## config.mk

```make
export PLATFORM = sky130hd
export DESIGN_NAME = rgb_led_pulse_width_serializer
export DESIGN_NICKNAME = d
export VERILOG_FILES = /design/src/rlps_pkg.sv /design/src/rlps_front.sv /design/src/rlps_queue.sv /design/src/rlps_engine.sv /design/src/rgb_led_pulse_width_serializer.sv
export SDC_FILE = /design/constraint.sdc
export NUM_CORES = 1
export LEC_CHECK = 0
export BUFFER_PORTS_ARGS = -buffer_cell sky130_fd_sc_hd__buf_2
export CAP_MARGIN = 20
export CORE_ASPECT_RATIO = 0.75
export CORE_MARGIN = 2
export CORE_UTILIZATION = 35
export CTS_CLUSTER_DIAMETER = 200
export DETAILED_ROUTE_END_ITERATION = 10
export PLACE_DENSITY_LB_ADDON = 0.12
export SYNTH_ARGS = -nofsm -noshare
export SYNTH_HDL_FRONTEND = slang
export SYNTH_SLANG_ARGS = --single-unit
```

## constraint.sdc

```tcl
create_clock -name clk -period 9.55 [get_ports clk]
set_input_delay 0.955 -clock clk [delete_from_list [all_inputs] [get_ports clk]]
set_output_delay 0.955 -clock clk [all_outputs]
set_load 0.01 [all_outputs]
```

## src/rlps_pkg.sv

```systemverilog
// ============================================================================
// rlps_pkg: shared types and constants for the RGB LED pulse width serializer
// Holds the payload structs, command and operation codes, the register map
// and its reset values, and the duration helpers.
// ============================================================================
package rlps_pkg;

    // Payload widths fixed by the word format
    localparam int COLOR_W    = 8;
    localparam int CMD_W      = 2;
    localparam int RGB_W      = 3 * COLOR_W;
    localparam int SHORT_W    = 8;
    localparam int LONG_W     = 16;
    localparam int CFG_IDX_W  = 3;
    localparam int CFG_DATA_W = LONG_W;
    localparam int BIT_CNT_W  = 5;

    // Default pixel length
    localparam int BITS_PER_PIXEL_DEF = 24;

    // Queue between front and back
    localparam int QUEUE_DEPTH = 2;

    // Input command codes
    localparam logic [CMD_W-1:0] CMD_TICK  = 2'd0;
    localparam logic [CMD_W-1:0] CMD_PIXEL = 2'd1;
    localparam logic [CMD_W-1:0] CMD_LATCH = 2'd2;

    // Classified operation codes
    localparam logic [1:0] OP_TICK  = 2'd0;
    localparam logic [1:0] OP_PIXEL = 2'd1;
    localparam logic [1:0] OP_LATCH = 2'd2;
    localparam logic [1:0] OP_NONE  = 2'd3;

    // Register map
    localparam logic [CFG_IDX_W-1:0] CFG_ZERO_HIGH = 3'd0;
    localparam logic [CFG_IDX_W-1:0] CFG_ZERO_LOW  = 3'd1;
    localparam logic [CFG_IDX_W-1:0] CFG_ONE_HIGH  = 3'd2;
    localparam logic [CFG_IDX_W-1:0] CFG_ONE_LOW   = 3'd3;
    localparam logic [CFG_IDX_W-1:0] CFG_LATCH     = 3'd4;

    localparam logic [SHORT_W-1:0] ZERO_HIGH_RST = 8'd15;
    localparam logic [SHORT_W-1:0] ZERO_LOW_RST  = 8'd70;
    localparam logic [SHORT_W-1:0] ONE_HIGH_RST  = 8'd48;
    localparam logic [SHORT_W-1:0] ONE_LOW_RST   = 8'd38;
    localparam logic [LONG_W-1:0]  LATCH_RST     = 16'd500;

    typedef struct packed {
        logic [CMD_W-1:0]   cmd;
        logic [COLOR_W-1:0] green;
        logic [COLOR_W-1:0] red;
        logic [COLOR_W-1:0] blue;
    } in_word_t;

    typedef struct packed {
        logic line_level;
        logic busy_res;
        logic accepted;
        logic latch_done;
    } out_word_t;

    typedef struct packed {
        logic [1:0]       op;
        logic [RGB_W-1:0] rgb;
    } item_t;

    typedef struct packed {
        logic [SHORT_W-1:0] zero_high;
        logic [SHORT_W-1:0] zero_low;
        logic [SHORT_W-1:0] one_high;
        logic [SHORT_W-1:0] one_low;
        logic [LONG_W-1:0]  latch;
    } cfg_t;

    // A zero duration counts as one tick
    function automatic logic [SHORT_W-1:0] at_least_one8(input logic [SHORT_W-1:0] v);
        at_least_one8 = (v == '0) ? SHORT_W'(1) : v;
    endfunction

    function automatic logic [LONG_W-1:0] at_least_one16(input logic [LONG_W-1:0] v);
        at_least_one16 = (v == '0) ? LONG_W'(1) : v;
    endfunction

endpackage

```

## src/rlps_front.sv

```systemverilog
// ============================================================================
// rlps_front: input stage
// Accepts command words, classifies them into operations and holds one
// classified item until the queue takes it.
// ============================================================================
module rlps_front
    import rlps_pkg::*;
(
    input  logic     clk,
    input  logic     rst_n,
    input  logic     in_valid,
    output logic     in_ready,
    input  in_word_t in_data,
    output logic     push_valid,
    input  logic     push_ready,
    output item_t    push_item
);

    logic  hold_valid_reg;
    logic  hold_valid_next;
    item_t hold_item_reg;
    item_t item_next;
    logic  in_accept;

    assign in_ready  = !hold_valid_reg || push_ready;
    assign in_accept = in_valid && in_ready;

    always_comb
    begin
        item_next.rgb = {in_data.green, in_data.red, in_data.blue};
        case (in_data.cmd)
            CMD_TICK:  item_next.op = OP_TICK;
            CMD_PIXEL: item_next.op = OP_PIXEL;
            CMD_LATCH: item_next.op = OP_LATCH;
            default:   item_next.op = OP_NONE;
        endcase
        // drop colour bits that no operation will use
        if (item_next.op != OP_PIXEL)
        begin
            item_next.rgb = '0;
        end
    end

    assign hold_valid_next = in_accept || (hold_valid_reg && !push_ready);

    always_ff @(posedge clk or negedge rst_n)
    begin
        if (!rst_n)
        begin
            hold_valid_reg <= 1'b0;
        end
        else
        begin
            hold_valid_reg <= hold_valid_next;
        end
    end

    always_ff @(posedge clk)
    begin
        if (in_accept)
        begin
            hold_item_reg <= item_next;
        end
    end

    assign push_valid = hold_valid_reg;
    assign push_item  = hold_item_reg;

endmodule

```

## src/rlps_queue.sv

```systemverilog
// ============================================================================
// rlps_queue: item queue
// Small first-in first-out queue that decouples the input stage from the
// line timing engine.
// ============================================================================
module rlps_queue
    import rlps_pkg::*;
(
    input  logic  clk,
    input  logic  rst_n,
    input  logic  push_valid,
    output logic  push_ready,
    input  item_t push_item,
    output logic  pop_valid,
    input  logic  pop_ready,
    output item_t pop_item
);

    localparam int PTR_W = (QUEUE_DEPTH > 1) ? $clog2(QUEUE_DEPTH) : 1;
    localparam int CNT_W = $clog2(QUEUE_DEPTH + 1);

    item_t            entry_reg [QUEUE_DEPTH];
    logic [PTR_W-1:0] wr_ptr_reg;
    logic [PTR_W-1:0] wr_ptr_next;
    logic [PTR_W-1:0] rd_ptr_reg;
    logic [PTR_W-1:0] rd_ptr_next;
    logic [CNT_W-1:0] count_reg;
    logic [CNT_W-1:0] count_next;
    logic             do_push;
    logic             do_pop;

    assign push_ready = (count_reg != CNT_W'(QUEUE_DEPTH));
    assign pop_valid  = (count_reg != '0);
    assign do_push    = push_valid && push_ready;
    assign do_pop     = pop_valid && pop_ready;
    assign pop_item   = entry_reg[rd_ptr_reg];

    always_comb
    begin
        wr_ptr_next = wr_ptr_reg;
        rd_ptr_next = rd_ptr_reg;
        if (do_push)
        begin
            wr_ptr_next = (wr_ptr_reg == PTR_W'(QUEUE_DEPTH - 1)) ? '0 : wr_ptr_reg + 1'b1;
        end
        if (do_pop)
        begin
            rd_ptr_next = (rd_ptr_reg == PTR_W'(QUEUE_DEPTH - 1)) ? '0 : rd_ptr_reg + 1'b1;
        end
        count_next = count_reg + CNT_W'(do_push) - CNT_W'(do_pop);
    end

    always_ff @(posedge clk or negedge rst_n)
    begin
        if (!rst_n)
        begin
            wr_ptr_reg <= '0;
            rd_ptr_reg <= '0;
            count_reg  <= '0;
        end
        else
        begin
            wr_ptr_reg <= wr_ptr_next;
            rd_ptr_reg <= rd_ptr_next;
            count_reg  <= count_next;
        end
    end

    always_ff @(posedge clk)
    begin
        if (do_push)
        begin
            entry_reg[wr_ptr_reg] <= push_item;
        end
    end

    // Fill level never passes the depth
    assert property (@(posedge clk) disable iff (!rst_n)
        count_reg <= CNT_W'(QUEUE_DEPTH))
    else $error("rlps_queue: fill level above depth");

endmodule

```

## src/rlps_engine.sv

```systemverilog
// ============================================================================
// rlps_engine: line timing engine
// Unless the output stalls, executes one queued operation per cycle against
// the line state and registers the resulting status word for the output channel.
// ============================================================================
module rlps_engine
    import rlps_pkg::*;
#(
    parameter int BITS_PER_PIXEL = BITS_PER_PIXEL_DEF
)
(
    input  logic      clk,
    input  logic      rst_n,
    input  cfg_t      cfg,
    input  logic      pop_valid,
    output logic      pop_ready,
    input  item_t     pop_item,
    output logic      out_valid,
    input  logic      out_ready,
    output out_word_t out_data
);

    localparam logic [1:0] PH_IDLE  = 2'd0;
    localparam logic [1:0] PH_HIGH  = 2'd1;
    localparam logic [1:0] PH_LOW   = 2'd2;
    localparam logic [1:0] PH_LATCH = 2'd3;
    localparam int         PAD_W    = BITS_PER_PIXEL - RGB_W;

    logic [1:0]                phase_reg;
    logic [1:0]                phase_next;
    logic [LONG_W-1:0]         count_reg;
    logic [LONG_W-1:0]         count_next;
    logic [LONG_W-1:0]         count_dec;
    logic [BITS_PER_PIXEL-1:0] shift_reg;
    logic [BITS_PER_PIXEL-1:0] shift_next;
    logic [BITS_PER_PIXEL-1:0] rgb_ext;
    logic [BIT_CNT_W-1:0]      bits_reg;
    logic [BIT_CNT_W-1:0]      bits_next;
    logic                      acc;
    logic                      done;
    logic                      do_step;
    logic                      out_valid_reg;
    out_word_t                 out_data_reg;
    out_word_t                 out_data_next;

    assign pop_ready = !out_valid_reg || out_ready;
    assign do_step   = pop_valid && pop_ready;
    assign count_dec = count_reg - 1'b1;
    assign rgb_ext   = BITS_PER_PIXEL'(pop_item.rgb) << PAD_W;

    always_comb
    begin
        phase_next = phase_reg;
        count_next = count_reg;
        shift_next = shift_reg;
        bits_next  = bits_reg;
        acc        = 1'b0;
        done       = 1'b0;
        case (pop_item.op)
            OP_TICK:
            begin
                if (phase_reg != PH_IDLE)
                begin
                    count_next = count_dec;
                    if (count_dec == '0)
                    begin
                        case (phase_reg)
                            PH_HIGH:
                            begin
                                phase_next = PH_LOW;
                                count_next = LONG_W'(at_least_one8(
                                    shift_reg[BITS_PER_PIXEL-1] ? cfg.one_low : cfg.zero_low));
                            end
                            PH_LOW:
                            begin
                                if (bits_reg != '0)
                                begin
                                    // advance to the next bit, now at the top
                                    bits_next  = bits_reg - 1'b1;
                                    shift_next = shift_reg << 1;
                                    phase_next = PH_HIGH;
                                    count_next = LONG_W'(at_least_one8(
                                        shift_reg[BITS_PER_PIXEL-2] ? cfg.one_high
                                                                    : cfg.zero_high));
                                end
                                else
                                begin
                                    phase_next = PH_IDLE;
                                    shift_next = '0;
                                end
                            end
                            default:
                            begin
                                phase_next = PH_IDLE;
                                done       = 1'b1;
                            end
                        endcase
                    end
                end
            end
            OP_PIXEL:
            begin
                if (phase_reg == PH_IDLE)
                begin
                    shift_next = rgb_ext;
                    bits_next  = BIT_CNT_W'(BITS_PER_PIXEL - 1);
                    phase_next = PH_HIGH;
                    count_next = LONG_W'(at_least_one8(
                        pop_item.rgb[RGB_W-1] ? cfg.one_high : cfg.zero_high));
                    acc        = 1'b1;
                end
            end
            OP_LATCH:
            begin
                if (phase_reg == PH_IDLE)
                begin
                    phase_next = PH_LATCH;
                    count_next = at_least_one16(cfg.latch);
                    acc        = 1'b1;
                end
            end
            default:
            begin
                phase_next = phase_reg;
            end
        endcase
        out_data_next.line_level = (phase_next == PH_HIGH);
        out_data_next.busy_res   = (phase_next != PH_IDLE);
        out_data_next.accepted   = acc;
        out_data_next.latch_done = done;
    end

    always_ff @(posedge clk or negedge rst_n)
    begin
        if (!rst_n)
        begin
            phase_reg     <= PH_IDLE;
            count_reg     <= '0;
            shift_reg     <= '0;
            bits_reg      <= '0;
            out_valid_reg <= 1'b0;
        end
        else
        begin
            if (do_step)
            begin
                phase_reg <= phase_next;
                count_reg <= count_next;
                shift_reg <= shift_next;
                bits_reg  <= bits_next;
            end
            if (pop_ready)
            begin
                out_valid_reg <= pop_valid;
            end
        end
    end

    always_ff @(posedge clk)
    begin
        if (do_step)
        begin
            out_data_reg <= out_data_next;
        end
    end

    assign out_valid = out_valid_reg;
    assign out_data  = out_data_reg;

    // An active phase always has ticks left to run
    assert property (@(posedge clk) disable iff (!rst_n)
        (phase_reg != PH_IDLE) |-> (count_reg != '0))
    else $error("rlps_engine: active phase with empty counter");

    // A high line is only reported while busy
    assert property (@(posedge clk) disable iff (!rst_n)
        (out_valid_reg && out_data_reg.line_level) |-> out_data_reg.busy_res)
    else $error("rlps_engine: line high while not busy");

    // The end of a latch leaves the block idle and takes no command
    assert property (@(posedge clk) disable iff (!rst_n)
        (out_valid_reg && out_data_reg.latch_done)
            |-> (!out_data_reg.busy_res && !out_data_reg.accepted))
    else $error("rlps_engine: latch end with busy or accepted set");

endmodule

```

## src/rgb_led_pulse_width_serializer.sv

```systemverilog
// ============================================================================
// rgb_led_pulse_width_serializer: one-wire RGB LED pulse width encoder
// Turns tick, pixel and latch words into a serial line level and status,
// one status word per input word.
// ============================================================================
//
// Channel   Dir  Handshake              Payload
// in        in   in_valid / in_ready    in_data   (cmd, green, red, blue)
// out       out  out_valid / out_ready  out_data  (line_level, busy_res,
//                                                   accepted, latch_done)
// cfg       in   cfg_wr_en              cfg_index, cfg_data
//
// Unless the output stalls, one word is taken and one status word leaves per
// cycle; the line timing engine retires one queued operation each cycle.
// A word passes the input stage, the queue and the engine's output register
// on its way to the output.
// Reset clears the line state to idle and the timing registers to their
// defaults; there is no clearing pass.
// A stalled output holds the engine; the queue absorbs the input stage's
// word so the input keeps flowing until the queue fills.
// ============================================================================
module rgb_led_pulse_width_serializer
    import rlps_pkg::*;
#(
    parameter int BITS_PER_PIXEL = BITS_PER_PIXEL_DEF
)
(
    input  logic                  clk,
    input  logic                  rst_n,
    input  logic                  in_valid,
    output logic                  in_ready,
    input  in_word_t              in_data,
    output logic                  out_valid,
    input  logic                  out_ready,
    output out_word_t             out_data,
    input  logic                  cfg_wr_en,
    input  logic [CFG_IDX_W-1:0]  cfg_index,
    input  logic [CFG_DATA_W-1:0] cfg_data
);

    cfg_t  cfg_reg;
    cfg_t  cfg_next;
    logic  push_valid;
    logic  push_ready;
    item_t push_item;
    logic  pop_valid;
    logic  pop_ready;
    item_t pop_item;

    // Timing registers: update the addressed one, ignore unmapped indexes
    always_comb
    begin
        cfg_next = cfg_reg;
        if (cfg_wr_en)
        begin
            case (cfg_index)
                CFG_ZERO_HIGH: cfg_next.zero_high = cfg_data[SHORT_W-1:0];
                CFG_ZERO_LOW:  cfg_next.zero_low  = cfg_data[SHORT_W-1:0];
                CFG_ONE_HIGH:  cfg_next.one_high  = cfg_data[SHORT_W-1:0];
                CFG_ONE_LOW:   cfg_next.one_low   = cfg_data[SHORT_W-1:0];
                CFG_LATCH:     cfg_next.latch     = cfg_data[LONG_W-1:0];
                default:       cfg_next           = cfg_reg;
            endcase
        end
    end

    always_ff @(posedge clk or negedge rst_n)
    begin
        if (!rst_n)
        begin
            cfg_reg.zero_high <= ZERO_HIGH_RST;
            cfg_reg.zero_low  <= ZERO_LOW_RST;
            cfg_reg.one_high  <= ONE_HIGH_RST;
            cfg_reg.one_low   <= ONE_LOW_RST;
            cfg_reg.latch     <= LATCH_RST;
        end
        else
        begin
            cfg_reg <= cfg_next;
        end
    end

    // Front: accept and classify
    rlps_front u_front (
        .clk        (clk),
        .rst_n      (rst_n),
        .in_valid   (in_valid),
        .in_ready   (in_ready),
        .in_data    (in_data),
        .push_valid (push_valid),
        .push_ready (push_ready),
        .push_item  (push_item)
    );

    // Queue: decouple front and back stalls
    rlps_queue u_queue (
        .clk        (clk),
        .rst_n      (rst_n),
        .push_valid (push_valid),
        .push_ready (push_ready),
        .push_item  (push_item),
        .pop_valid  (pop_valid),
        .pop_ready  (pop_ready),
        .pop_item   (pop_item)
    );

    // Back: run the line timing and register the status word
    rlps_engine #(
        .BITS_PER_PIXEL (BITS_PER_PIXEL)
    ) u_engine (
        .clk       (clk),
        .rst_n     (rst_n),
        .cfg       (cfg_reg),
        .pop_valid (pop_valid),
        .pop_ready (pop_ready),
        .pop_item  (pop_item),
        .out_valid (out_valid),
        .out_ready (out_ready),
        .out_data  (out_data)
    );

endmodule

```

# Word-level counts from Yosys, hierarchy flattened
# Memories as Yosys holds them, arrays and structs flattened.
# Index checks and enable logic that the tools add are counted.
# W data, S select, Z words.
[word_totals] reg_bits=131 ramBits=52 output_inout_bits=6 word_cells=122 memories=1
[classes] addsub=6 n_eq_ne=19 n_mux=40 n_reduce_logical=36
[memory_table] name="u_queue.entry_reg" words=2 word_bits=26 rd=1 rd_ports_with_merged_regs=0 wr=1 line="rlps_queue.sv:22" rtl="item_t entry_reg [QUEUE_DEPTH];"
[op_table] op="$mux W24" n=5
[op_table] op="$mux W16" n=6
[op_table] op="$mux W8" n=6
[op_table] op="$pmux W16 S3" n=1
[op_table] op="$pmux W24 S2" n=1
[op_table] op="$logic_not A16 Y1" n=2
[op_table] op="$pmux W16 S2" n=1
[op_table] op="$mux W5" n=5
[op_table] op="$logic_not A8 Y1" n=3
[op_table] op="$sub A16 B1 Y16 const B" n=1
[op_table] op="$ne A2 B1 Y1 const B" n=6
[op_table] op="$pmux W2 S3" n=2
[op_table] op="$pmux W5 S2" n=1
[op_table] op="$reduce_and A2 Y1" n=5
[op_table] op="$eq A2 B1 Y1 const B" n=4
[op_table] op="$mux W2" n=4
[op_table] op="$reduce_bool A2 Y1" n=4
[op_table] op="$mux W1" n=7
[op_table] op="$reduce_and A7 Y1" n=1
[op_table] op="$eq A2 B2 Y1 const B" n=3
[op_table] op="$eq A3 B2 Y1 const B" n=2
[op_table] op="$logic_not A2 Y1" n=3
[op_table] op="$reduce_and A6 Y1" n=1
[op_table] op="$reduce_and A5 Y1" n=1
[op_table] op="other kinds (16)" n=26

# Longest topological paths before layout
# Gate-level depths: netlist (run 1).
[depth] word_depth=8 mapped_depth=14 ltp_nobuf=10

# By module
# Synthesis (run 1) repeated with hierarchy kept, for this count alone.
[hier_totals] cells_unflattened=761 hier_area_um2=8849.7
[modules_own_cells] mod="rlps_engine" instances=1 cells_each=494 area_each_um2=3858.7 seq_area_each_um2=1321.3
[modules_own_cells] mod="rlps_queue" instances=1 cells_each=103 area_each_um2=2100.8 seq_area_each_um2=1661.6
[modules_own_cells] mod="rgb_led_pulse_width_serializer" instances=1 cells_each=105 area_each_um2=1855.5 seq_area_each_um2=1223.7
[modules_own_cells] mod="rlps_front" instances=1 cells_each=59 area_each_um2=1034.7 seq_area_each_um2=805.8

# Least setup slack after synthesis (run 1)
# No wires, ideal clock.
[synth_path] path_kind="reg2reg" from="reg u_queue.rd_ptr_reg" to="reg u_engine.count_reg[12]" setup_ns=0.135 arrival_time_ns=3.188 t_required_ns=9.415 slack_ns=6.227 path_stages_with_launch=14 n_path_buf=5 path_cell_list="dfrtp_1 -> clkbuf_1 -> buf_1 -> mux2i_1 -> inv_1 -> ha_1 -> clkbuf_1 -> nor4b_1 -> o21a_1 -> clkbuf_1 -> clkbuf_1 -> o21ai_0 -> nand2_1 -> o21ai_0"
[synth_via] elab_chain_cells=4 word_cells_on_any_way=10 classes_between="5 x eq/ne; 1 x mux; 3 x reduce/logical; 1 x memory"
[synth_lines] element="from (decl)" line="rlps_queue.sv:25" rtl="logic [PTR_W-1:0] rd_ptr_reg;"
[synth_lines] element="from (signal assigned)" line="rlps_queue.sv:64" rtl="rd_ptr_reg <= rd_ptr_next;"
[synth_lines] element="$mem_v2 Z2 W26 *"
[synth_lines] element="$eq A2 B2 Y1 (tied with other cells)" line="rlps_engine.sv:59" rtl="case (pop_item.op)"
[synth_lines] element="$ne A2 B1 Y1 (no source line) or $reduce_bool A3 Y1 (tied branches)"
[synth_lines] element="$reduce_and A5 Y1 (no source line)"
[synth_lines] element="to (signal assigned)" line="rlps_engine.sv:148" rtl="count_reg <= count_next;"
[synth_lines] element="to (decl)" line="rlps_engine.sv:31" rtl="logic [LONG_W-1:0] count_reg;"
# Mark *: on every way between the ends. The rest lies on a longest branch, timed or not.
# A chain may end at the register's enable or synchronous reset.

# Worst setup path in the final report (run 1)
[layout_path] from="reg u_engine.count_reg[0]" to="reg u_engine.shift_reg[23]"
[layout_via] elab_chain_cells=4
[layout_lines] element="$sub A16 B1 Y16" line="rlps_engine.sv:48" rtl="assign count_dec = count_reg - 1'b1;"
[layout_lines] element="$logic_not A16 Y1" line="rlps_engine.sv:65" rtl="if (count_dec == '0)"
[layout_lines] element="$ne A2 B1 Y1 (no source line)"
[layout_lines] element="$reduce_and A6 Y1 (no source line)"
[layout_lines] element="to (signal assigned)" line="rlps_engine.sv:149" rtl="shift_reg <= shift_next;"
[layout_lines] element="to (decl)" line="rlps_engine.sv:34" rtl="logic [BITS_PER_PIXEL-1:0] shift_reg;"
# Every way passes these cells.

==> results of run 1 <==
-- per-layer routing --
layer | up-vias | track usage | wire [um] | share of wire
li1 | 2793 | - | - | -
met5 | - | 0 | 0 | 0
met1 | 2941 | 0.245 | 9990 | 0.51
met2 | 143 | 0.225 | 8400 | 0.43
met4 | 0 | 0.0418 | 171 | 0.0088
met3 | 11 | 0.0343 | 913 | 0.047
-- report_power, final --
part | switching, mW | internal, mW | leakage (nW)
clock | 0.336 | 0.371 | 0.280
sequential | 0.161 | 1.09 | 2.01
combinational | 0.624 | 0.394 | 1.54
total | 1.12 | 1.85 | 3.83
-- synthesized netlist by cell type, types with 2 or more instances --
cell / instances / area share
nor3_1: 13 / 0.0075
inv_1: 17 / 0.0074
mux2_2: 59 / 0.077
o21ai_0: 70 / 0.041
a22oi_1: 3 / 0.0026
nor4bb_1: 2 / 0.0023
a41oi_1: 2 / 0.0020
a21oi_1: 23 / 0.013
a211oi_1: 8 / 0.0070
nor4_1: 16 / 0.012
nor4_4: 2 / 0.0049
o211ai_1: 4 / 0.0035
nand3_1: 5 / 0.0029
nand4_1: 4 / 0.0029
buf_1: 4 / 0.0017
nor4b_1: 5 / 0.0051
edfxtp_1: 82 / 0.29
nand4b_1: 3 / 0.0030
ha_1: 13 / 0.019
nand2_1: 26 / 0.011
nor2b_1: 7 / 0.0051
buf_2: 2 / 0.0012
a31oi_1: 26 / 0.019
and2_1: 28 / 0.020
dfrtp_1: 83 / 0.24
a32oi_1: 2 / 0.0020
and3_1: 5 / 0.0036
o21a_1: 3 / 0.0026
a221oi_1: 4 / 0.0041
nor2_1: 69 / 0.030
o31ai_1: 2 / 0.0017
xnor2_1: 8 / 0.0081
dfstp_2: 18 / 0.055
nand2b_1: 4 / 0.0029
clkbuf_1: 29 / 0.013
mux2i_1: 41 / 0.048
-- stage by stage --
stage          setup WS, ns  instance area, sq um  cells
6_report               5.83                  9900   1119
5_1_grt                5.51                  9900   1119
2_1_floorplan          6.23                  8640    721
4_1_cts                5.86                  9900   1119
3_3_place_gp           6.03                  9310   1086
3_5_place_dp           5.86                  9320   1087
-- cell type report --
cell class / count / share of cell area
Inverter: 18 / 0.00682
Timing Repair Buffer: 71 / 0.0402
Tap cell: 331 / 0.0418
Sequential cell: 183 / 0.506
Clock inverter: 15 / 0.0164
Multi-Input combinational cell: 484 / 0.346
Clock buffer: 17 / 0.0430
-- kinds of logic after synthesis --
family / synth area share
XOR/XNOR: 0.00811
adder cells (fa/ha/maj): 0.0188
multiplexers: 0.126
flip-flops: 0.580
buffers and inverters: 0.0242
AND/OR/NAND/NOR: 0.125
AO/OA/AOI/OAI: 0.118
-- how the worst min path moves through the flow --
| stage | from | to | slack [ns] | cells after the start |
|---|---|---|---|---|
| 6_report | u_front.push_item[13]$_SDFFCE_PP0P_ | u_queue.entry_reg[0][13]$_DFFE_PP_ | 0.45 | 0 |
| 5_1_grt | u_front.push_item[22]$_SDFFCE_PP0P_ | u_queue.entry_reg[0][22]$_DFFE_PP_ | 0.45 | 0 |
| 4_1_cts | u_front.push_item[13]$_SDFFCE_PP0P_ | u_queue.entry_reg[1][13]$_DFFE_PP_ | 0.45 | 0 |
| 3_5_place_dp | u_front.push_item[13]$_SDFFCE_PP0P_ | u_queue.entry_reg[0][13]$_DFFE_PP_ | 0.43 | 0 |
| 3_3_place_gp | u_front.push_item[5]$_SDFFCE_PP0P_ | u_queue.entry_reg[0][5]$_DFFE_PP_ | 0.43 | 0 |
| 2_1_floorplan | u_front.push_item[0]$_SDFFCE_PP0P_ | u_queue.entry_reg[0][0]$_DFFE_PP_ | 0.42 | 0 |
-- cells in the final DEF (no fill, tap or decap), types with 3 or more instances in the layout --
cell,instances
a211oi_1,8
a21oi_1,23
a221oi_1,4
a22oi_1,3
a31oi_1,26
and2_1,28
and3_1,5
buf_2,54
buf_4,17
clkbuf_16,17
clkinv_4,3
clkinvlp_4,3
dfrtp_1,83
dfstp_2,18
edfxtp_1,82
ha_1,13
inv_1,17
inv_8,4
mux2_2,59
mux2i_1,41
nand2_1,26
nand2b_1,4
nand3_1,5
nand4_1,4
nand4b_1,3
nor2_1,68
nor2b_1,7
nor3_1,12
nor4_1,16
nor4b_1,5
o211ai_1,4
o21a_1,3
o21ai_0,70
xnor2_1,8
==> results, run 1 <==
- The number of buffers and inverters on the critical path is 2.
- The flop and latch count out of synthesis is 183.
- STA classifies the critical path startpoint as a flip-flop.
- The number of cells traversed by the worst register-to-register path is 10.
- 0 antenna diodes ended up in the layout.
- For this run, design rule violations remaining after detail routing come to 0.
- The standard cell core area is between 20,000 and 25,000 sq um.
- The worst hold slack is roughly 0.45 ns.
- During synthesis, Yosys emitted a total of 0 warnings.
- TritonCTS built the clock tree.
- The measured slew at the worst slew-check pin is about 0.81 ns.
- The routed design has 19,500 um of wire.
- The HPWL after detailed placement is around 13,000 um.
- For this design, the slowest cell found on the critical path is nand2b_1.
- The cell count after synthesis came out at about 700.
- In this run, CTS created clock tree buffers numbering 17.
- The flow ran to the end, and the final reports show no timing, DRC or antenna violations.
- The combined area of the multi-input logic cells is 3420 sq um.
- The clock arrives with 0.00885 ns of skew.
- The maximum single-stage delay on the critical path is 0.66 ns.
- The row count is 49.
- The count of maximum capacitance violations is 0.
- For this configuration, the core starts out at a cell density of 0.358.
- The minimum period implied by the final worst setup slack is 3.72 ns.
- The mean area per synthesized cell is 12.0 sq um.
- The height of the chip is 140 um.
- The number of port buffers is 55.
- The number of antenna violations at the first check in global routing is 0.
- The count of boundary I/O pins is 56.
- The fill cell instance count of the final layout is 2,255.
- The number of global-route vias before repair is 5,860.
- The total overflow reported by the global router is 0.
- The signal on the critical path passes through inv_1, ha_1, nor3b_4, nand4_1, xnor2_1, nor4_2, a21oi_2, buf_4, nand2b_1, mux2_1.
- In this run the worst path has a maximum fanout of 26.
- In the final layout, the share of cells above drive strength 1 is 0.251.
- The path class of the tightest hold or removal check is flip-flop to flip-flop.
- The overall die width is 185 um.
- The required time of the critical path is between 9 and 10 ns.
- Buffers inserted to repair hold after CTS numbered 0.
- The clock passes through at most 2 buffers.
- The critical path ends at u_engine.shift_reg[23]$_DFFE_PN0P_.
- The synthesized design contains 82 enable-type register cells.
- The die outline area is 26,000 sq um.
- The worst pin sits at a relative slew slack of 0.458.
- The global-route wire length before repair is roughly 32,000 um.
- The start-to-end type of the worst setup path is flip-flop to flip-flop.
- In this run the power density over the cells is 300 nW/um^2.
- The final worst-path cycle share is 0.390.
- In the final layout, flip-flops and latches occupy 5010 sq um.
- After synthesis, the share of flip-flops with an asynchronous set or reset is 0.552.
- The final weighted congestion in routability-driven placement is 0.826.
- In this run the post-CTS setup repair buffer count came out at 0.
- The critical path launch point is u_engine.count_reg[0]$_DFFE_PN0P_.
- The worst register-to-register path ends at u_engine.shift_reg[23]$_DFFE_PN0P_.
- The endpoint arrival time on the critical path is 4.03 ns.
- Setup repair after global routing left no endpoint under its margin.
- In this run the register-to-register setup slack is around 5.8 ns.
- Broken down by cell family, the worst path's largest delay share belongs to simple AND/OR/NAND/NOR gates.
- The area added between synthesis and finish is 14.7%.
- The upper clock frequency limit is 269 MHz.
- The final-report max-slew violation count is 0.
- The register with the most flip-flops in the layout has 52 of them.
- Setup violations remaining at the end of the flow were counted as 0.
- The total power consumption of the routed design is 2.98 mW.
- In this run the number of H-tree levels came out at 4.
- Once the clock tree was built, the resizer swapped 0 gates to a different size.
- STA classifies the critical path endpoint as a flip-flop.
- The number of logic stages on the critical path including buffering is 10.
- The number of vias per cell is around 5.3.
- The first detailed-routing pass took 5 iterations.
- The count of routing violations after the opening detailed-route iteration is 525.
- The count of final hold-check violations is 0.
- The number of different library cells in the post-synthesis netlist is 65.
- The worst supply voltage drop on vdd is 0.000173 V.
- The sequential-to-total area share from yosys stat is 0.580.
- Counting every net in the synthesized netlist gives 784.
- The count of vias placed by the detailed router is slightly below 6,000.
- The total number of clock tree sinks is 183.
- The remaining number of nets flagged by the antenna check after routing is 0.
- Dividing the detail-routed wire length by the instance count gives 17.4 um.
- The post-layout net count is 838.
- The clock-pin transition on the worst setup and hold timing paths is 0.07 ns.
- At the later pin of the worst-skew pair, clock insertion delay measures 0.43 ns.
- The root buffer cell chosen for the clock tree is clkbuf_16.
- Entering global routing, the biggest net connects 63 pins.
- The cell area that synthesis handed to floorplanning was 8640 sq um.
- For the final routed database, the setup TNS stands at 0 ns.
- In this run the critical register-to-register path is launched from u_engine.count_reg[0]$_DFFE_PN0P_.
- Across every metal layer, demand over resource in global routing totals 0.159.
- The cell leakage power is roughly 3.8 nW.
- The most used flip-flop cell after synthesis is dfrtp_1.
- The core utilization of the finished layout is 0.411.
No activity file was read; power rests on OpenSTA's default activity.
==> run 2: changes to the inputs <==
- ABC_AREA: default -> 1
- clock period: 9.55 -> 3.3 ns (I/O delays scaled with it)
==> results, run 2 <==
- The final clock skew came to 0.0102 ns (+0.00133 ns).
- The count of routing violations after the opening detailed-route iteration is 479 (-8.8%).
- The worst-skew pair later-pin latency was 0.44 ns (about the same).
- The worst setup slack after layout is 0.460 ns (-5.37 ns).
- The buffers plus inverters on the worst setup path came to 6 (+4).
- The remaining number of nets flagged by the antenna check after routing is 0 (unchanged).
- The final wirelength is 20,900 um (+7.5%).
- The fill cell instance count of the final layout is 2,542 (+13%).
- The most area-hungry cell type in the Yosys netlist is edfxtp_1.
- The relative max-transition margin was 0.336 (-0.123).
- The aggregate global-route resource usage is 0.166 (+0.00645).
- The count of boundary I/O pins is 56 (unchanged).
- The standard cell core area is 25,000 sq um (+3.6%).
- The sequential-to-total area share from yosys stat is 0.564 (-0.0166).
- The number of search-and-repair iterations in the first detailed-routing pass is 7 (+2).
- The post-layout net count was 1,136 (+36%).
- The count of vias placed by the detailed router is 6,699 (+14%).
- The mean area per synthesized cell is 8.67 sq um (-28%).
- The number of vias per cell is 4.70 (-11%).
- The total number of clock tree sinks was 183 (unchanged).
- The die outline area is 26,700 sq um (+2.9%).
- The number of enable flip-flop cells after synthesis is 82 (unchanged).
- The maximum number of pins on one net before global-route repair is 53 (-16%).
- The number of antenna cells inserted is 0 (unchanged).
- The required time of the critical path is 3.63 ns (-6.23 ns).
- The initial core utilization is 0.356 (-0.00228).
- The fraction of final layout cells sized beyond drive strength 1 came to 0.139 (-0.112).
- The total power consumption of the routed design is 9.44 mW (+220%).
- The final weighted congestion in routability-driven placement was 0.859 (+3.9%).
- The clock-pin transition on the worst setup and hold timing paths is 0.07 ns (about the same).
- The number of different library cells in the post-synthesis netlist is 41 (-37%).
- The tree is rooted in a clkbuf_16.
- The final worst-path cycle share came to 0.861 (+0.471).
- The area added between synthesis and finish is 14.1%.
- Setup repair after global routing left no endpoint under its margin.
- The worst-path cell with the longest stage delay is dfrtp_1.
- The count of maximum capacitance violations is 0 (unchanged).
- In the post-synthesis netlist, the cell with the most instances is nand2_1.
- The area fraction in and, or, nand and nor cells after synthesis is 0.232 (+0.107).
- The number of clock buffers inserted by TritonCTS is 17 (unchanged).
- The flip-flop count of the largest register, all copies and words added came to 52 (unchanged).
- The final-report max-slew violation count came to 0 (unchanged).
- The post-synthesis compound-gate area fraction is 0.0988 (-0.0191).
- The run finished with clean final reports.
- The minimum period implied by the final worst setup slack is 2.84 ns (-0.882 ns).
- The total standard cell area after synthesis came to 8890 sq um (+2.9%).
- The number of instances in the synthesized netlist is 1,025 (+42%).
- The cell leakage power is 4.63 nW (+21%).
- The largest buffer count on any clock path is 2 (unchanged).
- The portion of synthesized cell area occupied by the leading cell type is 0.277 (-0.00814).
- The xor/xnor cell area share of the yosys netlist is 0.00690 (-0.00122).
- The fraction of registers with async set/reset is 0.552 (unchanged).
- The final count of negative-setup-slack endpoints is 0 (unchanged).
- The power density over the cells is 931 nW/um^2 (+210%).
- The H-tree depth is 4 (unchanged).
- The count of final hold-check violations is 0 (unchanged).
- The maximum single-stage delay on the critical path is 0.39 ns (-0.27 ns).
- The upper clock frequency limit is 352 MHz (+31%).
- The clock tree from TritonCTS is built.
- The top cell types in the final layout, fill and taps aside, are 290 x nand2_1, 122 x o21ai_0, 110 x nor2_1.
- The total overflow reported by the global router was 0 (unchanged).
- The HPWL after detailed placement is 14,600 um (+9.1%).
- The flop and latch count out of synthesis came to 183 (unchanged).
- The most repeated library cell on the critical path is inv_1.
- The most frequent standard cell in the layout excluding fill and tap cells is nand2_1.
- The global-route wire length before repair is 34,900 um (+7.5%).
- In the synthesized netlist the dominant register cell turns out to be dfrtp_1.
- The overall die width is 188 um (+1.4%).
- On the critical path the largest part of the delay comes from buffers and inverters.
- By area the synthesized netlist is led by edfxtp_1 28%, dfrtp_1 23%, nand2_1 12%, o21ai_0 6.9%, dfstp_2 5.3%.
- The adder-cell share of the synthesized area is 0.0183 (-0.000538).
- The total negative slack is 0 ns (unchanged).
- The net count after synthesis is 1,088 (+39%).
- The type of the worst min-delay path is primary input to flip-flop.
- The kind of launch point of the worst setup path is a flip-flop.
- The number of warning messages in the yosys log came to 0 (unchanged).
- Traced cell by cell, the critical path runs through buf_4, o21ai_0, inv_1, ha_1, inv_1, nor2_1, a21oi_1, nand2_1, inv_1, nand2_1, inv_1, nand2_1, a21oi_1, nand3_1, nand2_1, inv_1.
- The worst supply voltage drop on vdd came to 0.000456 V (+160%).
- Counting instances in the post-synthesis netlist gives the leading cell types as 290 x nand2_1, 122 x o21ai_0, 112 x nor2_1, 105 x inv_1, 83 x dfrtp_1.
- The endpoint arrival time on the critical path is 3.17 ns (-0.86 ns).
- STA classifies the critical path endpoint as a flip-flop.
- The number of port buffers is 55 (unchanged).
- The core utilization of the finished layout is 0.406 (-0.00475).
- The measured slew at the worst slew-check pin is 0.995 ns (+0.183 ns).
- The proportion of synthesized area in mux cells is 0.0146 (-0.111).
- The height of the chip is 142 um (+1.4%).
- The number of antenna violations at the first check in global routing came to 0 (unchanged).
- The biggest fanout along the worst timing path is 18 (-31%).
- The worst-case setup slack after placement is 0.455 ns (-5.40 ns).
- The start-to-end type of the worst setup path is flip-flop to flip-flop.
- The main combinational cell family by area after synthesis is simple AND/OR/NAND/NOR gates.
- The remaining design rule violation count was 0 (unchanged).
- The row count is 50 (+2.0%).
- The number of global-route vias before repair is 6,492 (+11%).
- The number of instances resized during post-cts repair is 0 (unchanged).
- The detail-routed net length per standard cell is 14.7 um (-16%).
==> run 2: cell types whose count changed after synthesis, sizes merged, moves of 28 or more <==
cell and delta:
inv +90, nand2 +269, and2 -28, o21ai +60, nand3 +59, mux2 -52
nor2 +48, mux2i -37
==> run 2: area by class of cell <==
cell class / count / area [sq um] / share of cell area
multi-input combinational: 694 / 3300 / 0.326
clock inverter: 12 / 138 / 0.0136
clock buffer: 20 / 458 / 0.0452
timing repair buffer: 69 / 398 / 0.0392
tap: 338 / 423 / 0.0417
inverter: 108 / 410 / 0.0405
sequential: 183 / 5010 / 0.494
==> run 2: path summary, 6_finish.rpt <==
kind / from / endpoint / slack [ns] / cells after the start
max: u_queue.rd_ptr_reg$_DFFE_PN0P_ / u_engine.count_reg[0]$_DFFE_PN0P_ / 0.46 / 16
min: out_ready / u_engine.out_valid$_DFFE_PN0N_ / 0.07 / 2
max reg2reg: u_queue.rd_ptr_reg$_DFFE_PN0P_ / u_engine.count_reg[0]$_DFFE_PN0P_ / 0.46 / 16
min reg2reg: u_front.push_item[16]$_SDFFCE_PP0P_ / u_queue.entry_reg[0][16]$_DFFE_PP_ / 0.45 / 0
max in group asynchronous: rst_n / cfg_reg[4]$_DFFE_PN1P_ / 2.05 / 3
min in group asynchronous: rst_n / cfg_reg[1]$_DFFE_PN0P_ / 0.47 / 2
==> run 2: per-layer routing <==
layer | track usage | up-vias | share of wire
met1 | 0.234 | 3137 | 0.51
met2 | 0.259 | 118 | 0.44
met5 | 0 | - | 0
li1 | - | 3427 | -
met3 | 0.0325 | 17 | 0.036
met4 | 0.0485 | 0 | 0.013
==> run 2: metrics by stage <==
step           instances  hold WS (ns)  instance area (sq um)
4_1_cts             1424        0.0527                  10100
5_1_grt             1424        0.0659                  10100
3_5_place_dp        1391         0.414                   9540
3_3_place_gp        1391         0.422                   9540
2_1_floorplan       1025        0.0344                   8890
6_report            1424        0.0683                  10100
==> run 2: repair_timing <==
item                                   CTS  global route
buffers inserted                         0             0
endpoints found under the hold margin   44             0
hold buffers                             1             0
==> run 2: where the power goes <==
group	switching (mW)	internal (mW)
Clock	0.946	1.11
Combinational	2.58	1.19
Sequential	0.416	3.19
==> run 2: kinds of logic after synthesis <==
| group | after synthesis |
|---|---|
| simple gates | 499 |
| flops | 183 |
| compound gates | 163 |
| buf+inv | 148 |
| fa+ha+maj | 13 |
| mux | 12 |
| xor+xnor | 7 |
==> run 3: changes to the inputs <==
- GPL_TIMING_DRIVEN: default -> 0
==> results, run 3 (synthesized netlist as in run 2, its figures left out) <==
- The endpoint identified for the worst register-to-register timing path is u_engine.count_reg[15]$_DFFE_PN0P_.
- The count of maximum capacitance violations was 0 (unchanged).
- The maximum number of pins on one net before global-route repair came to 65 (+23%).
- The flow ran to the end, and the final reports show no timing, DRC or antenna violations.
- The H-tree depth is 4 (unchanged).
- The count of boundary I/O pins came to 56 (unchanged).
- The count of vias placed by the detailed router is 6,799 (+1.5%).
- The worst supply voltage drop on vdd is 0.000413 V (-9.5%).
- The row count is 50 (unchanged).
- STA classifies the critical path endpoint as a flip-flop.
- The number of antenna violations at the first check in global routing is 0 (unchanged).
- CTS placed an instance of clkbuf_16 at the clock tree root.
- The die outline area is 26,700 sq um (unchanged).
- The top cell types in the final layout, fill and taps aside, are 289 x nand2_1, 122 x o21ai_0, 110 x nor2_1.
- The overall die width is 188 um (unchanged).
- The area growth from synthesis to layout is 16.0%.
- The library cell used most frequently in the layout, excluding fill and tap cells, is nand2_1.
- The remaining design rule violation count is 0 (unchanged).
- The flip-flop count of the largest register, all copies and words added was 52 (unchanged).
- The final worst-path cycle share is 0.924 (+0.0635).
- The final wirelength was 21,100 um (+0.82%).
- The worst-skew pair later-pin latency came to 0.44 ns (about the same).
- The final weighted congestion in routability-driven placement was 0.856 (-0.33%).
- The start-to-end type of the worst setup path is flip-flop to flip-flop.
- The number of port buffers came to 55 (unchanged).
- The measured slew at the worst slew-check pin is 0.996 ns (+0.000946 ns).
- The worst hold slack is 0.0701 ns (+0.00176 ns).
- The biggest fanout along the worst timing path is 10 (-8).
- The endpoint arrival time on the critical path is 3.34 ns (+0.17 ns).
- The total negative slack came to 0 ns (unchanged).
- The number of antenna cells inserted came to 0 (unchanged).
- The total number of clock tree sinks was 183 (unchanged).
- The placed cell area is 9630 sq um (+1.0%).
- The fill cell instance count of the final layout is 2,510 (-1.3%).
- The count of final hold-check violations came to 0 (unchanged).
- The fraction of final layout cells sized beyond drive strength 1 came to 0.138 (-0.000926).
- The HPWL after detailed placement came to 15,200 um (+3.9%).
- The cell leakage power is 4.68 nW (+1.2%).
- The relative max-transition margin is 0.336 (about the same).
- The final count of negative-setup-slack endpoints is 0 (unchanged).
- The final clock skew is 0.0130 ns (+0.00280 ns).
- The required time of the critical path came to 3.59 ns (-0.04 ns).
- The power density over the cells is 935 nW/um^2 (+0.48%).
- The height of the chip is 142 um (unchanged).
- The total power consumption of the routed design was 9.65 mW (+2.2%).
- The global-route wire length before repair is 35,400 um (+1.7%).
- The number of cells traversed by the worst register-to-register path is 9 (-7).
- The setup fix buffers added after clock tree synthesis is 0 (unchanged).
- The core utilization of the finished layout is 0.413 (+0.00682).
- The standard cell core area came to 25,000 sq um (unchanged).
- The total overflow reported by the global router is 0 (unchanged).
- The worst register-to-register path begins at u_queue.rd_ptr_reg$_DFFE_PN0P_.
- The worst hold path begins at out_ready.
- The number of global-route vias before repair was 6,656 (+2.5%).
- The number of vias per cell is 4.68 (-0.53%).
- TritonCTS built the clock tree.
- The detail-routed net length per standard cell is 14.5 um (-1.2%).
- The final-report max-slew violation count is 0 (unchanged).
- The upper clock frequency limit is 328 MHz (-6.9%).
- The post-route standard cell area excluding fillers is 10,300 sq um (+1.7%).
- The terminating pin of the worst hold path is u_engine.out_valid$_DFFE_PN0N_.
- The number of clock buffers inserted by TritonCTS is 17 (unchanged).
- The remaining number of nets flagged by the antenna check after routing came to 0 (unchanged).
- The hold path depth is 2 (unchanged).
- The worst hold path belongs to the class primary input to flip-flop.
- The aggregate global-route resource usage is 0.169 (+0.00295).
- The kind of launch point of the worst setup path is a flip-flop.
- Setup repair after global routing left no endpoint under its margin.
- The minimum period implied by the final worst setup slack is 3.05 ns (+0.210 ns).
- The clock-pin transition on the worst setup and hold timing paths was 0.08 ns (about the same).
- The initial core utilization is 0.356 (unchanged).
- The flop-to-flop setup slack is 0.25 ns (-0.21 ns).
- The post-layout net count came to 1,165 (+2.6%).
- The largest buffer count on any clock path is 2 (unchanged).
- The number of search-and-repair iterations in the first detailed-routing pass is 5 (-2).
- The count of routing violations after the opening detailed-route iteration is 568 (+19%).
==> run 3: area by class of cell <==
type | count | area [sq um] | area share
Multi-Input combinational cell | 694 | 3310 | 0.321
Inverter | 108 | 413 | 0.0400
Clock buffer | 17 | 425 | 0.0413
Sequential cell | 183 | 5010 | 0.486
Tap cell | 338 | 423 | 0.0410
Timing Repair Buffer | 58 | 343 | 0.0332
Buffer | 40 | 175 | 0.0170
Clock inverter | 15 | 205 | 0.0199
==> run 3: through the flow <==
step | worst slack, ns | cells
after detailed placement | -0.0182 | 1419
after global routing | 0.0354 | 1453
after CTS | 0.166 | 1452
final | 0.250 | 1453
after floorplan | 0.897 | 1025
after global placement | -0.0349 | 1418
==> run 3: how the worst max path moves through the flow <==
| stage | to | slack (ns) | start | cells after the start |
|---|---|---|---|---|
| floorplan | u_engine.count_reg[0]$_DFFE_PN0P_ | 0.90 | u_queue.rd_ptr_reg$_DFFE_PN0P_ | 17 |
| global placement | u_engine.count_reg[2]$_DFFE_PN0P_ | -0.03 | u_queue.rd_ptr_reg$_DFFE_PN0P_ | 11 |
| detailed placement | u_engine.count_reg[2]$_DFFE_PN0P_ | -0.02 | u_queue.rd_ptr_reg$_DFFE_PN0P_ | 11 |
| CTS | u_engine.count_reg[15]$_DFFE_PN0P_ | 0.17 | u_queue.rd_ptr_reg$_DFFE_PN0P_ | 15 |
| global route | u_engine.shift_reg[21]$_DFFE_PN0P_ | 0.04 | u_queue.rd_ptr_reg$_DFFE_PN0P_ | 13 |
| finish | u_engine.count_reg[15]$_DFFE_PN0P_ | 0.25 | u_queue.rd_ptr_reg$_DFFE_PN0P_ | 9 |
==> run 3: per-layer routing <==
metal,up-vias,global-route usage,share of wire
met1,3131,0.249,0.52
met2,159,0.255,0.42
met5,-,0,0
met4,0,0.0472,0.014
li1,3488,-,-
met3,21,0.0296,0.044
==> run 3: what timing repair did <==
action / CTS / global route
endpoints found under the hold margin: 29 / 0
gates resized for setup: 2 / 6
endpoints found under the setup margin: 4 / 3
hold buffers: 1 / 0
==> run 3: worst max-delay path, cell delays in order (launching register included) <==
cell and delay, ns:
dfrtp_1 0.36, buf_2 0.18, buf_2 0.22, o21ai_0 0.48, ha_1 0.23, clkbuf_1 0.39, o21ai_0 0.19, nand2_2 0.22
clkbuf_1 0.45, a22oi_1 0.17
==> run 3: report_power, final <==
| part | internal [mW] | switching, mW | total (mW) |
|---|---|---|---|
| logic | 1.23 | 2.69 | 3.92 |
| clock network | 1.17 | 0.989 | 2.15 |
| registers | 3.19 | 0.374 | 3.57 |
| total | 5.59 | 4.05 | 9.65 |
